### config.mk
export PLATFORM = sky130hd
export DESIGN_NAME = i2c_master_transfer_sequencer
export DESIGN_NICKNAME = d
export VERILOG_FILES = /design/src/design/i2cmts_pkg.sv /design/src/design/i2c_master_transfer_sequencer.sv
export SDC_FILE = /design/constraint.sdc
export NUM_CORES = 1
export LEC_CHECK = 0
export ABC_AREA = 1
export BUFFER_PORTS_ARGS = -buffer_cell sky130_fd_sc_hd__buf_4
export CAP_MARGIN = 20
export CORE_UTILIZATION = 50
export CTS_CLUSTER_SIZE = 20
export DETAILED_ROUTE_END_ITERATION = 16
export PLACE_DENSITY = 0.67
export SLEW_MARGIN = 0
export SYNTH_ARGS = -nofsm -noshare
export SYNTH_HDL_FRONTEND = slang
export SYNTH_SLANG_ARGS = --single-unit
### constraint.sdc
create_clock -name clk_i -period 4.05 [get_ports clk_i]
set_input_delay 0.6075 -clock clk_i [delete_from_list [all_inputs] [get_ports clk_i]]
set_output_delay 0.6075 -clock clk_i [all_outputs]
set_load 0.05 [all_outputs]
### src/design/i2cmts_pkg.sv
// Package for the i2c master transfer sequencer: transaction structs,
// operation, command, error and mode codes, bus status codes.
// No dependencies.
package i2cmts_pkg;

  // default transmit buffer depth
  localparam int unsigned SendDepthDefault = 16;

  typedef enum logic [1:0] {
    OP_PUSH  = 2'd0,
    OP_WRITE = 2'd1,
    OP_READ  = 2'd2,
    OP_EVENT = 2'd3
  } op_e;

  typedef enum logic [2:0] {
    CMD_NONE    = 3'd0,
    CMD_START   = 3'd1,
    CMD_SEND    = 3'd2,
    CMD_RX_ACK  = 3'd3,
    CMD_RX_NACK = 3'd4,
    CMD_STOP    = 3'd5,
    CMD_RELEASE = 3'd6
  } cmd_e;

  typedef enum logic [1:0] {
    ERR_NONE = 2'd0,
    ERR_BUSY = 2'd1,
    ERR_FULL = 2'd2
  } err_e;

  typedef enum logic [1:0] {
    MODE_IDLE = 2'd0,
    MODE_TX   = 2'd1,
    MODE_RX   = 2'd2
  } mode_e;

  // bus status codes after masking the low three bits
  localparam logic [7:0] StatusMask     = 8'hF8;
  localparam logic [7:0] StStart        = 8'h08;
  localparam logic [7:0] StRepStart     = 8'h10;
  localparam logic [7:0] StAddrWAck     = 8'h18;
  localparam logic [7:0] StAddrWNack    = 8'h20;
  localparam logic [7:0] StDataWAck     = 8'h28;
  localparam logic [7:0] StDataWNack    = 8'h30;
  localparam logic [7:0] StArbLost      = 8'h38;
  localparam logic [7:0] StAddrRAck     = 8'h40;
  localparam logic [7:0] StAddrRNack    = 8'h48;
  localparam logic [7:0] StDataRAck     = 8'h50;
  localparam logic [7:0] StDataRNack    = 8'h58;

  // address byte direction handling
  localparam logic [7:0] AddrWriteMask  = 8'hFE;
  localparam logic [7:0] AddrReadBit    = 8'h01;
  localparam logic [7:0] RecvCountMax   = 8'hFF;

  typedef struct packed {
    logic [1:0] operation;
    logic [7:0] dev_addr;
    logic [7:0] read_length;
    logic [7:0] tx_byte;
    logic [7:0] bus_status;
    logic [7:0] rx_byte;
  } in_item_t;

  typedef struct packed {
    logic [2:0] command;
    logic [7:0] byte_out;
    logic       rx_valid;
    logic [7:0] rx_data;
    logic       busy_res;
    logic [1:0] error;
  } out_item_t;

endpackage

### src/design/i2c_master_transfer_sequencer.sv
// Top level of the i2c master transfer sequencer: input register, decode,
// transfer state, transmit buffer and result register.
// Depends on i2cmts_pkg.
//
//   channel | direction | handshake              | payload
//   --------+-----------+------------------------+-------------------
//   in      | into      | in_valid_i / in_stall_o  | in_item_i (in_item_t)
//   out     | out of    | out_valid_o / out_stall_i| out_item_o (out_item_t)
//
// One transaction per cycle sustained while the output is not stalled; each
// transaction passes the input register, then the result register, before its result is offered.
// The transmit buffer read port is registered and prefetches the next byte.
// Reset clears the transfer state and both pipeline valids; buffer contents
// stay undefined until pushed.
// A stall on the output holds the result and backs up into the input stage.
module i2c_master_transfer_sequencer #(
  parameter int unsigned SEND_DEPTH = i2cmts_pkg::SendDepthDefault
) (
  input  logic                  clk_i,
  input  logic                  rst_ni,
  input  logic                  in_valid_i,
  input  i2cmts_pkg::in_item_t  in_item_i,
  output logic                  in_stall_o,
  output logic                  out_valid_o,
  output i2cmts_pkg::out_item_t out_item_o,
  input  logic                  out_stall_i
);
  import i2cmts_pkg::*;

  localparam int unsigned CntW = $clog2(SEND_DEPTH + 1);
  localparam int unsigned IdxW = (SEND_DEPTH > 1) ? $clog2(SEND_DEPTH) : 1;
  localparam logic [CntW-1:0] DepthVal = CntW'(SEND_DEPTH);

  // pipeline registers
  logic      in_valid_q;
  in_item_t  in_q;
  logic      out_valid_q;
  out_item_t out_q;
  logic      advance;

  // transfer state
  mode_e           mode_q, mode_d;
  logic [7:0]      target_q, target_d;
  logic [CntW-1:0] fill_q, fill_d;
  logic [CntW-1:0] pos_q, pos_d;
  logic [7:0]      rcount_q, rcount_d;
  logic [7:0]      rtotal_q, rtotal_d;

  // transmit buffer with registered prefetch of the byte at pos
  logic [7:0] store_q [SEND_DEPTH];
  logic [7:0] head_q;

  // decode results
  logic [7:0] status;
  logic       busy;
  logic       do_push, do_begin_tx, do_begin_rx, do_finish, do_send_data, do_bump;
  logic [7:0] rcount_bumped;
  cmd_e       cmd;
  err_e       err;
  logic [7:0] bout;
  logic       rxv;
  logic [7:0] rxd;

  // pipeline handshake
  assign advance     = in_valid_q && (!out_valid_q || !out_stall_i);
  assign in_stall_o  = in_valid_q && !advance;
  assign out_valid_o = out_valid_q;
  assign out_item_o  = out_q;

  assign status = in_q.bus_status & StatusMask;
  assign busy   = (mode_q != MODE_IDLE);

  // saturating receive count used for the ack decision
  assign rcount_bumped = (do_bump && (rcount_q != RecvCountMax)) ?
                         (rcount_q + 8'd1) : rcount_q;

  // decode one transaction against the current state
  always_comb begin
    cmd          = CMD_NONE;
    err          = ERR_NONE;
    bout         = 8'd0;
    rxv          = 1'b0;
    rxd          = 8'd0;
    do_push      = 1'b0;
    do_begin_tx  = 1'b0;
    do_begin_rx  = 1'b0;
    do_finish    = 1'b0;
    do_send_data = 1'b0;
    do_bump      = 1'b0;
    case (op_e'(in_q.operation))
      OP_PUSH: begin
        if (busy) begin
          err = ERR_BUSY;
        end else if (fill_q >= DepthVal) begin
          err = ERR_FULL;
        end else begin
          do_push = 1'b1;
        end
      end
      OP_WRITE: begin
        if (busy) begin
          err = ERR_BUSY;
        end else begin
          do_begin_tx = 1'b1;
          cmd         = CMD_START;
        end
      end
      OP_READ: begin
        if (busy) begin
          err = ERR_BUSY;
        end else begin
          do_begin_rx = 1'b1;
          cmd         = CMD_START;
        end
      end
      OP_EVENT: begin
        if (busy) begin
          case (status)
            StStart, StRepStart: begin
              cmd  = CMD_SEND;
              bout = target_q;
            end
            StAddrWAck, StDataWAck: begin
              if ((pos_q < fill_q) && (pos_q < DepthVal)) begin
                cmd          = CMD_SEND;
                bout         = head_q;
                do_send_data = 1'b1;
              end else begin
                cmd       = CMD_STOP;
                do_finish = 1'b1;
              end
            end
            StDataRNack: begin
              rxv       = 1'b1;
              rxd       = in_q.rx_byte;
              do_bump   = 1'b1;
              cmd       = CMD_STOP;
              do_finish = 1'b1;
            end
            StAddrRNack, StAddrWNack, StDataWNack: begin
              cmd       = CMD_STOP;
              do_finish = 1'b1;
            end
            StArbLost: begin
              cmd       = CMD_RELEASE;
              do_finish = 1'b1;
            end
            StDataRAck, StAddrRAck: begin
              if (status == StDataRAck) begin
                rxv     = 1'b1;
                rxd     = in_q.rx_byte;
                do_bump = 1'b1;
              end
              cmd = (({1'b0, rcount_bumped} + 9'd1) < {1'b0, rtotal_q}) ?
                    CMD_RX_ACK : CMD_RX_NACK;
            end
            default: begin
              cmd = CMD_NONE;
            end
          endcase
        end
      end
      default: begin
        cmd = CMD_NONE;
      end
    endcase
  end

  // next mode
  always_comb begin
    mode_d = mode_q;
    if (advance) begin
      if (do_begin_tx) begin
        mode_d = MODE_TX;
      end else if (do_begin_rx) begin
        mode_d = MODE_RX;
      end else if (do_finish) begin
        mode_d = MODE_IDLE;
      end
    end
  end

  // next values of the remaining transfer state
  always_comb begin
    target_d = target_q;
    fill_d   = fill_q;
    pos_d    = pos_q;
    rcount_d = rcount_q;
    rtotal_d = rtotal_q;
    if (advance) begin
      if (do_push) begin
        fill_d = fill_q + CntW'(1);
      end
      if (do_begin_tx) begin
        target_d = in_q.dev_addr & AddrWriteMask;
        pos_d    = '0;
      end
      if (do_begin_rx) begin
        target_d = in_q.dev_addr | AddrReadBit;
        rcount_d = 8'd0;
        rtotal_d = in_q.read_length;
      end
      if (do_send_data) begin
        pos_d = pos_q + CntW'(1);
      end
      if (do_bump) begin
        rcount_d = rcount_bumped;
      end
      // end of a write transfer empties the buffer
      if (do_finish && (mode_q == MODE_TX)) begin
        fill_d = '0;
        pos_d  = '0;
      end
    end
  end

  // input register
  always_ff @(posedge clk_i or negedge rst_ni) begin
    if (!rst_ni) begin
      in_valid_q <= 1'b0;
    end else if (in_valid_i && !in_stall_o) begin
      in_valid_q <= 1'b1;
    end else if (advance) begin
      in_valid_q <= 1'b0;
    end
  end

  always_ff @(posedge clk_i) begin
    if (in_valid_i && !in_stall_o) begin
      in_q <= in_item_i;
    end
  end

  // result register
  always_ff @(posedge clk_i or negedge rst_ni) begin
    if (!rst_ni) begin
      out_valid_q <= 1'b0;
    end else if (advance) begin
      out_valid_q <= 1'b1;
    end else if (!out_stall_i) begin
      out_valid_q <= 1'b0;
    end
  end

  always_ff @(posedge clk_i) begin
    if (advance) begin
      out_q.command  <= cmd;
      out_q.byte_out <= bout;
      out_q.rx_valid <= rxv;
      out_q.rx_data  <= rxd;
      out_q.busy_res <= (mode_d != MODE_IDLE);
      out_q.error    <= err;
    end
  end

  // transfer state registers
  always_ff @(posedge clk_i or negedge rst_ni) begin
    if (!rst_ni) begin
      mode_q   <= MODE_IDLE;
      target_q <= 8'd0;
      fill_q   <= '0;
      pos_q    <= '0;
      rcount_q <= 8'd0;
      rtotal_q <= 8'd0;
    end else begin
      mode_q   <= mode_d;
      target_q <= target_d;
      fill_q   <= fill_d;
      pos_q    <= pos_d;
      rcount_q <= rcount_d;
      rtotal_q <= rtotal_d;
    end
  end

  // buffer write at fill, registered read at the next position with bypass
  always_ff @(posedge clk_i) begin
    if (advance && do_push) begin
      store_q[fill_q[IdxW-1:0]] <= in_q.tx_byte;
    end
    if (advance && do_push && (fill_q == pos_d)) begin
      head_q <= in_q.tx_byte;
    end else begin
      head_q <= store_q[pos_d[IdxW-1:0]];
    end
  end

endmodule

* Word level (Yosys, flattened, before mapping)
Memory sizes are Yosys's and may differ from the RTL's.
Index checks and enable logic that the tools add are counted.
** Storage, ports and cells
- Register bits :: 111
- Memories :: 1
- Word-level logic and storage cells :: 133
- Output and inout port bits :: 25
- RAM bits :: 128
** Operators by class
- Muxes and demuxes :: 54
- Eq/ne operators :: 18
- Add/sub/neg operators :: 4
- Order comparisons :: 4
- Reduce and logical (&&, ||, !) cells :: 31
** Memory list
- store_q :: words 16, bits a word 8, rd ports 1, clocked after memory_dff 0, wr ports 1, RTL line i2c_master_transfer_sequencer.sv:50 : logic [7:0] store_q [SEND_DEPTH];
** Operator list (number)
- 2-to-1 mux 8 bit :: 8
- case mux 8 bit (2 select lines) :: 2
- 2-to-1 mux 5 bit :: 6
- 2-to-1 mux 1 bit :: 24
- == test 5 x 3 -> 1 bit (second input constant) :: 4
- == test 5 x 4 -> 1 bit (second input constant) :: 4
- case mux 3 bit (5 select lines) :: 1
- 2-to-1 mux 2 bit :: 6
- nonzero test 2 bit :: 6
- adder 5 x 1 -> 5 bit (second input constant) :: 2
- == test 5 x 2 -> 1 bit (second input constant) :: 2
- AND reduction 2 bit :: 5
- adder 8 x 1 -> 9 bit (second input constant) :: 1
- less-than comparator 9 x 8 -> 1 bit :: 1
- 2-to-1 mux 3 bit :: 3
- adder 8 x 1 -> 8 bit (second input constant) :: 1
- logical AND 1 bit :: 8
- != test 8 bit (second input constant) :: 1
- OR reduction 2 bit :: 4
- case mux 3 bit (2 select lines) :: 1
- == test 5 x 1 -> 1 bit (second input constant) :: 1
- == test 5 bit :: 1
- >= comparator 5 bit (second input constant) :: 1
- less-than comparator 5 bit :: 1
- other kinds (11) :: 17

* Logic depth before layout (Yosys ltp)
Gate-level depths: netlist of the first run.
- Word-level depth :: 13
- Mapped depth :: 28

* Worst setup path before layout of the first run
OpenSTA, ideal clock, no wires.
- Path kind :: reg2reg
- Start point :: register in_q[40] (netlist name)
- End point :: register out_q, in the netlist out_item_o[22], data pin
- Path buffers :: 0
- Stages on the path, launching flop included :: 25
- Setup time :: 264 ps
- Path slack :: 832 ps
- Data required time :: 3786 ps
- Arrival :: 2954 ps
- Cells stage by stage :: edfxtp_1 -> ha_1 -> nand2_4 -> clkinv_2 -> nand2_1 -> nor2_2 -> nand2_2 -> inv_2 -> nand2_1 -> nand2_1 -> inv_1 -> ha_1 -> nand3_1 -> nor2_1 -> xor2_1 -> inv_1 -> ha_1 -> a21oi_1 -> o21ai_0 -> o21bai_1 -> nand2_1 -> nand2_1 -> nand2_1 -> a21oi_1 -> nor2_1
** Between the ends
- Longest elaborated chain between the ends :: 10
** Ends and longest elaborated chain
- start, declared :: RTL line i2c_master_transfer_sequencer.sv:36 : in_item_t in_q;
- start signal, assigned :: RTL line i2c_master_transfer_sequencer.sv:230 : in_q <= in_item_i;
- == test 2 bit :: RTL line i2c_master_transfer_sequencer.sv:90 : case (op_e'(in_q.operation))
- 2-to-1 mux 1 bit :: RTL line i2c_master_transfer_sequencer.sv:90
- named net do_bump :: RTL line i2c_master_transfer_sequencer.sv:56 : logic do_push, do_begin_tx, do_begin_rx, do_finish, do_send_data, do_bump;
- logical AND 1 bit :: RTL line i2c_master_transfer_sequencer.sv:74 : assign rcount_bumped = (do_bump && (rcount_q != RecvCountMax)) ?
- 2-to-1 mux 8 bit :: RTL line i2c_master_transfer_sequencer.sv:74
- adder 8 x 1 -> 9 bit :: RTL line i2c_master_transfer_sequencer.sv:154 : cmd = (({1'b0, rcount_bumped} + 9'd1) < {1'b0, rtotal_q}) ?
- less-than comparator 9 x 8 -> 1 bit :: RTL line i2c_master_transfer_sequencer.sv:154
- 2-to-1 mux 3 bit :: RTL line i2c_master_transfer_sequencer.sv:154
- case mux 3 bit (5 select lines) :: RTL line i2c_master_transfer_sequencer.sv:118 : case (status)
- 2-to-1 mux 3 bit :: RTL line i2c_master_transfer_sequencer.sv:117 : if (busy) begin
- case mux 3 bit (2 select lines) :: RTL line i2c_master_transfer_sequencer.sv:90
- named net cmd[2] :: RTL line i2c_master_transfer_sequencer.sv:58 : cmd_e cmd;
- end, declared :: RTL line i2c_master_transfer_sequencer.sv:38 : out_item_t out_q;
The timed path passes the listed nets, and every way through them passes these cells.
A chain may end at the register's enable or synchronous reset.

* Worst setup path in the final report of the first run
Same ends and word-level chain as after synthesis.

==> metrics.md, run 1 <==
| Metric | Value |
|---|---|
| Cells after synthesis | `1041` |
| Largest net degree at the start of global routing | `65` |
| Cell taking the most area after synthesis | `edfxtp_1` |
| Required time worst endpoint | `4310 ps` |
| Synth warn | `0` |
| Gr ovfl total | `0` |
| Die height | `149 µm` |
| DR vias/cell | `5.22` |
| # rows | `53` |
| Clk sink count | `235` |
| # hold bufs at CTS | `0` |
| DRT Wirelength | `23300 µm` |
| Ratio of cells with drive above 1 in the final layout | `13.7%` |
| Reg2Reg Depth | `22` |
| Mux contribution to synthesized area | `0.834%` |
| Post-synth EDFFs | `189` |
| Met1 Routed Length | `10300 µm` |
| First-pass GRT wire length | `36600 µm` |
| Register area share after synthesis | `62.8%` |
| Slew Viols, Final | `0` |
| Largest family of logic cells by synthesized area | `simple AND/OR/NAND/NOR gates` |
| Worst-skew pair later-pin latency | `520 ps` |
| CTS buffer count | `25` |
| Core Footprint | `0.0211 mm²` |
| Clk buf depth | `3` |
| Outcome | `complete, no violations` |
| Starting DRT DRC Count | `517` |
| DR top layer | `met4` |
| Yosys top cell area share | `52.5%` |
| Syn Std Cell Area | `0.0108 mm²` |
| Layout-stage area growth over the synthesis result | `14.6%` |
| Crit-path max FO | `9` |
| DP HPWL | `15200 µm` |
| Antenna viol nets, final | `0` |
| Total GRT Usage | `21.5%` |
| Placed cells | `1363` |
| Post-CTS sizing | `0` |
| Fin crit share | `90.6%` |
| Primary FF master, synth | `edfxtp_1` |
| DR WL met3 | `1010 µm` |
| Worst-margin pin slew | `902 ps` |
| Simple-gate area share of the yosys netlist | `22.0%` |
| Async S/R FF share, synth | `16.2%` |
| Fin cells | `1409` |
| Number of global-route vias before repair | `6920` |
| Port buffer count | `66` |
| Startpoint Class | `register` |
| CTS Root Cell | `clkbuf_16` |
| GPL Wtd Cong | `0.828` |
| CP Class | `reg -> reg` |
| Top cells by instance count after synthesis | `nand2_1, edfxtp_1, nand3_1, inv_1, nor2_1` |
| Worst Hold Class | `in -> async` |
| Antenna violations before repair | `0` |
| Count of final setup violators | `0` |
| Drc violations | `0` |
| Die Wd | `149 µm` |
| H-tree Lvls | `1` |
| Post-synthesis compound-gate area fraction | `2.77%` |
| DR pass1 iterations | `5` |
| Unrepaired setup endpoints after global routing | `no` |
| WL per Instance | `16.6 µm` |
| Clock Skew | `18.2 ps` |
| Yosys cell types | `44` |
| Peak Freq | `273 MHz` |
| Final Hold Vio Count | `0` |
| Final total power | `7.48 mW` |
| Static leakage | `5.42 nW` |
| Final #Nets | `1184` |
| Syn_nets | `1110` |
| Pre-CTS setup slack | `414 ps` |
| Initial Utilization | `51.2%` |
| CTS clock-pin slew for the worst setup and hold paths | `60 ps` |
| WP data arrival | `3930 ps` |
| Number of top-level pins | `71` |
| N_diodes | `0` |
| Most common cell in the netlist | `nand2_1` |
| Worst setup EP type | `register` |
| Post-synthesis area per instance | `10.4 µm²` |
| Via count | `7351` |
| CTS tree | `built` |
| PwrDens | `604 mW/mm²` |
| Setup TNS | `0 ps` |
| Post-CTS Repair Setup Buffers | `0` |
| Setup slack after layout | `381 ps` |
| Max-slew headroom | `39.6%` |
| Peak VDD IR | `0.000375 V` |
| Die ar. | `0.0222 mm²` |
| Met2 wire length | `11500 µm` |
| Top cells by area, synth | `edfxtp_1, dfrtp_1, nand3_1` |
| Tmin final | `3670 ps` |
| Synth Area in XOR/XNOR | `1.13%` |
| # Max-Cap Violations | `0` |
| Adder-cell share of the synthesized area | `2.66%` |
| Synth Register Bits | `235` |
report_power, final:
part / switching (mW) / internal [mW] / leakage [nW]
Combinational: 1.48 / 0.725 / 2.77
Sequential: 0.211 / 2.91 / 2.27
Clock: 0.888 / 1.26 / 0.374
worst paths after layout:
| check | start | to | slack [ps] |
|---|---|---|---|
| setup reg to reg | in_q[40]$_DFFE_PP_ | out_item_o[22]$_DFFE_PP_ | 380 |
| setup / recovery | in_q[40]$_DFFE_PP_ | out_item_o[22]$_DFFE_PP_ | 380 |
| hold / removal | rst_ni | rtotal_q[3]$_DFFE_PN0P_ | 70 |
| hold reg to reg | in_q[24]$_DFFE_PP_ | rtotal_q[0]$_DFFE_PN0P_ | 480 |
| max in group asynchronous | rst_ni | target_q[3]$_DFFE_PN0P_ | 3590 |
| min in group clk_i | in_item_i[20] | in_q[20]$_DFFE_PP_ | 260 |
registers in the layout (all words and copies together) (netlist names):
name,cells
store_q,128
in_q,38
out_item_o,23
head_q,8
rcount_q,8
rtotal_q,8
target_q,8
fill_q,5
pos_q,5
mode_q,2
in_valid_q,1
out_valid_o,1
placed cells by master (no fill, tap or decap), drive strengths merged, types with 2 or more instances in the layout:
master and instances:
or2 2, nand4 16, nor4 2, xor2 12, ha 23, bufinv 2, buf 81, a22oi 8
edfxtp 189, nor3 3, clkinv 12, clkbuf 33, inv 174, nand3b 32, dfrtp 38, mux2 8
xnor2 2, nor2 70, o22ai 7, o21ai 14, a21oi 14, dfxtp 8, nand2 206, nand3 171
critical path, stage by stage (launching register included):
cell      delay [ps]
edfxtp_1         400
ha_1             220
nand2_4          110
clkinv_2         140
nand2_1           80
nor2_2           180
nand2_2          160
o21ai_0          400
inv_1             90
ha_1             240
nand3_1           90
nor2_1            70
xor2_1           130
inv_1             60
ha_1             290
a21oi_1          130
o21ai_0           90
o21bai_1         130
nand2_1           80
nand2_1           80
nand2_1           50
a21oi_1          120
nor2_1            60
kinds of logic (layout without fill, tap and decap cells):
logic type / Yosys count / in the layout
AO/OA/AOI/OAI: 48 / 48
buffers and inverters: 210 / 303
XOR/XNOR: 14 / 14
multiplexers: 8 / 8
adder cells (fa/ha/maj): 23 / 23
flip-flops: 235 / 235
AND/OR/NAND/NOR: 503 / 503
through the flow:
stage / area [µm²] / utilization (%) / hold slack [ps]
final: 12400 / 58.7 / 70.7
after global routing: 12400 / 58.7 / 94.5
after CTS: 12400 / 58.7 / 74.9
after detailed placement: 11600 / 55.0 / 471
after global placement: 11600 / 55.0 / 456
after floorplan: 10800 / - / 312
layer usage:
| layer | global-route usage, % | up-vias |
|---|---|---|
| met5 | 0 | - |
| met4 | 5.71 | 0 |
| met3 | 3.21 | 40 |
| met2 | 36.3 | 168 |
| met1 | 29.0 | 3513 |
| li1 | - | 3630 |
layout make-up:
cell class | instances | area [µm²]
Tap cell | 275 | 344
Multi-Input combinational cell | 596 | 3190
Fill cell | 1781 | 8710
Sequential cell | 235 | 6790
Inverter | 176 | 662
Clock inverter | 13 | 115
Timing Repair Buffer | 81 | 628
Clock buffer | 33 | 656
Note: power is estimated with default switching activity, not from simulation.
==> run 2, diff against run 1 <==
CELL_PAD_IN_SITES_DETAIL_PLACEMENT = 0   (was unset)
CELL_PAD_IN_SITES_GLOBAL_PLACEMENT = 1   (was unset)
CORE_UTILIZATION = 48   (was 50)
PLACE_DENSITY = 0.78   (was 0.67)
==> run 2 against run 1 <==
Compared with the run above: the flow now finishes with violations (DRC); first-iteration DRC count rose by 5.8%; global-route usage fell by 0.89 points; clock-buffer cell count fell by 3; clock skew fell by 4.0 ps; register-to-register slack barely moved; critical path depth rose by 2; power rose by 0.55%; cell area rose by 0.67%; worst hold slack improved by 5.1 ps; maximum frequency rose by 0.12%; combinational power barely moved; worst setup slack improved by 4.4 ps; critical path type unchanged.
==> metrics.md, run 2 (synthesis results as in run 1) <==
| Metric | Value |
|---|---|
| Outcome | `finished with violations` |
| Violated checks | `DRC` |
| Gr ovfl total | `0` |
| Layout-stage area growth over the synthesis result | `15.3%` |
| N_diodes | `0` |
| Slew Viols, Final | `0` |
| Peak VDD IR | `0.000521 V` |
| Die Wd | `152 µm` |
| # Max-Cap Violations | `0` |
| DR vias/cell | `5.15` |
| Die height | `152 µm` |
| Worst-margin pin slew | `967 ps` |
| Antenna violations before repair | `0` |
| CP delay by family, top | `simple AND/OR/NAND/NOR gates` |
| Clock Skew | `14.2 ps` |
| Required time worst endpoint | `4310 ps` |
| Commonest cells after routing, fill and taps aside | `nand2_1, edfxtp_1, nand3_1` |
| CP Class | `reg -> reg` |
| Worst-skew pair later-pin latency | `520 ps` |
| # rows | `54` |
| Count of final setup violators | `0` |
| Ratio of cells with drive above 1 in the final layout | `14.5%` |
| CP max stage delay | `440 ps` |
| Crit path top cell by count | `nand2_1` |
| Core Footprint | `0.0220 mm²` |
| Commonest non-fill, non-tap cell in the layout | `nand2_1` |
| Startpoint Class | `register` |
| Peak Freq | `273 MHz` |
| Post-CTS sizing | `0` |
| CTS clock-pin slew for the worst setup and hold paths | `60 ps` |
| DRT Wirelength | `23100 µm` |
| Setup TNS | `0 ps` |
| DP HPWL | `15000 µm` |
| Worst Hold Class | `in -> async` |
| Fillers | `1912` |
| H-tree Lvls | `1` |
| Max FFs per register | `128` |
| Final hold slack | `75.7 ps` |
| WP data arrival | `3920 ps` |
| Fin crit share | `90.5%` |
| Clk buf depth | `3` |
| Largest net degree at the start of global routing | `65` |
| Antenna viol nets, final | `0` |
| Number of top-level pins | `71` |
| Post-CTS Repair Setup Buffers | `0` |
| Drc violations | `10` |
| Reg2Reg Setup Slack | `390 ps` |
| Static leakage | `5.47 nW` |
| First-pass GRT wire length | `37100 µm` |
| Crit-path max FO | `9` |
| WL per Instance | `16.3 µm` |
| RR Endpoint | `out_item_o[22]$_DFFE_PP_` |
| CTS buffer count | `25` |
| Number of global-route vias before repair | `7014` |
| PwrDens | `603 mW/mm²` |
| Critical path buffers and inverters | `4` |
| Final total power | `7.52 mW` |
| Starting DRT DRC Count | `547` |
| Tmin final | `3660 ps` |
| Final #Nets | `1191` |
| DR pass1 iterations | `11` |
| R2R Path Start | `in_q[40]$_DFFE_PP_` |
| Via count | `7290` |
| Total GRT Usage | `20.6%` |
| Clk sink count | `235` |
| Initial Utilization | `49.2%` |
| Max-slew headroom | `35.5%` |
| GPL Wtd Cong | `0.806` |
| CTS tree | `built` |
| Critical path cell sequence | `ha_1 > nand2_4 > clkinv_2 > nand2_1 > nor2_2 > nand2_2 > inv_2 > nand2_1 > nand2_1 > inv_1 > ha_1 > nand3_1 > nor2_2 > xor2_1 > inv_1 > ha_1 > a21oi_1 > o21ai_0 > o21bai_1 > nand2_1 > nand2_1 > nand2_1 > a21oi_1 > nor2_1` |
| Reg2Reg Depth | `24` |
| Die ar. | `0.0231 mm²` |
| Final Hold Vio Count | `0` |
| Unrepaired setup endpoints after global routing | `no` |
| # hold bufs at CTS | `0` |
| Critical path's slowest cell | `edfxtp_1` |
| Worst setup EP type | `register` |
| CTS Root Cell | `clkbuf_16` |
| Port buffer count | `66` |
## run 2: per-stage QoR
| stage | cell area (µm²) | instances | worst slack (ps) | util (%) |
|---|---|---|---|---|
| 2_1_floorplan | 10800 | 1041 | 832 | - |
| 3_3_place_gp | 11700 | 1375 | 380 | 53.1 |
| 3_5_place_dp | 11700 | 1375 | 360 | 53.1 |
| 4_1_cts | 12500 | 1416 | 341 | 56.7 |
| 5_1_grt | 12500 | 1416 | 0.828 | 56.8 |
| 6_report | 12500 | 1416 | 385 | 56.8 |
## run 2: layout make-up
type                       count  area [µm²]  area share [%]
sequential                   235        6790            54.5
clock buffer                  30         674            5.41
tap                          280         350            2.81
multi-input combinational    596        3190            25.6
timing repair buffer          88         673            5.40
inverter                     176         662            5.31
clock inverter                11         125            1.00
## run 2: worst max-delay path by stage
stage,startpoint,slack (ps),endpoint,cells after the start
2_1_floorplan,in_q[40]$_DFFE_PP_,830,out_item_o[22]$_DFFE_PP_,24
3_3_place_gp,in_q[40]$_DFFE_PP_,380,out_item_o[22]$_DFFE_PP_,22
3_5_place_dp,in_q[40]$_DFFE_PP_,360,out_item_o[22]$_DFFE_PP_,24
4_1_cts,in_q[40]$_DFFE_PP_,340,out_item_o[22]$_DFFE_PP_,24
5_1_grt,in_q[40]$_DFFE_PP_,0.8,out_item_o[22]$_DFFE_PP_,24
6_report,in_q[40]$_DFFE_PP_,390,out_item_o[22]$_DFFE_PP_,24
## run 2: where the power goes
part / leakage, nW / internal, mW / switching [mW]
clock: 0.396 / 1.36 / 0.876
sequential: 2.27 / 2.91 / 0.200
combinational: 2.81 / 0.717 / 1.45
total: 5.47 / 4.98 / 2.53
## run 2: worst reg2reg max path: stages, from the launching register on
cell and delay, ps:
edfxtp_1 440, ha_1 260, nand2_4 140, clkinv_2 160, nand2_1 110, nor2_2 60, nand2_2 170, inv_2 110
nand2_1 80, nand2_1 90, inv_1 80, ha_1 170, nand3_1 90, nor2_2 150, xor2_1 160, inv_1 50
ha_1 290, a21oi_1 130, o21ai_0 90, o21bai_1 170, nand2_1 70, nand2_1 90, nand2_1 60, a21oi_1 130
nor2_1 50
## run 2: metal layers
metal,track usage [%],vias to the layer above,part of all wire (%),wire length (µm)
met5,0,-,0,0
met3,3.22,24,6.0,1380
met4,4.96,0,1.3,292
li1,-,3635,-,-
met2,34.2,171,48,11100
met1,28.5,3460,45,10400
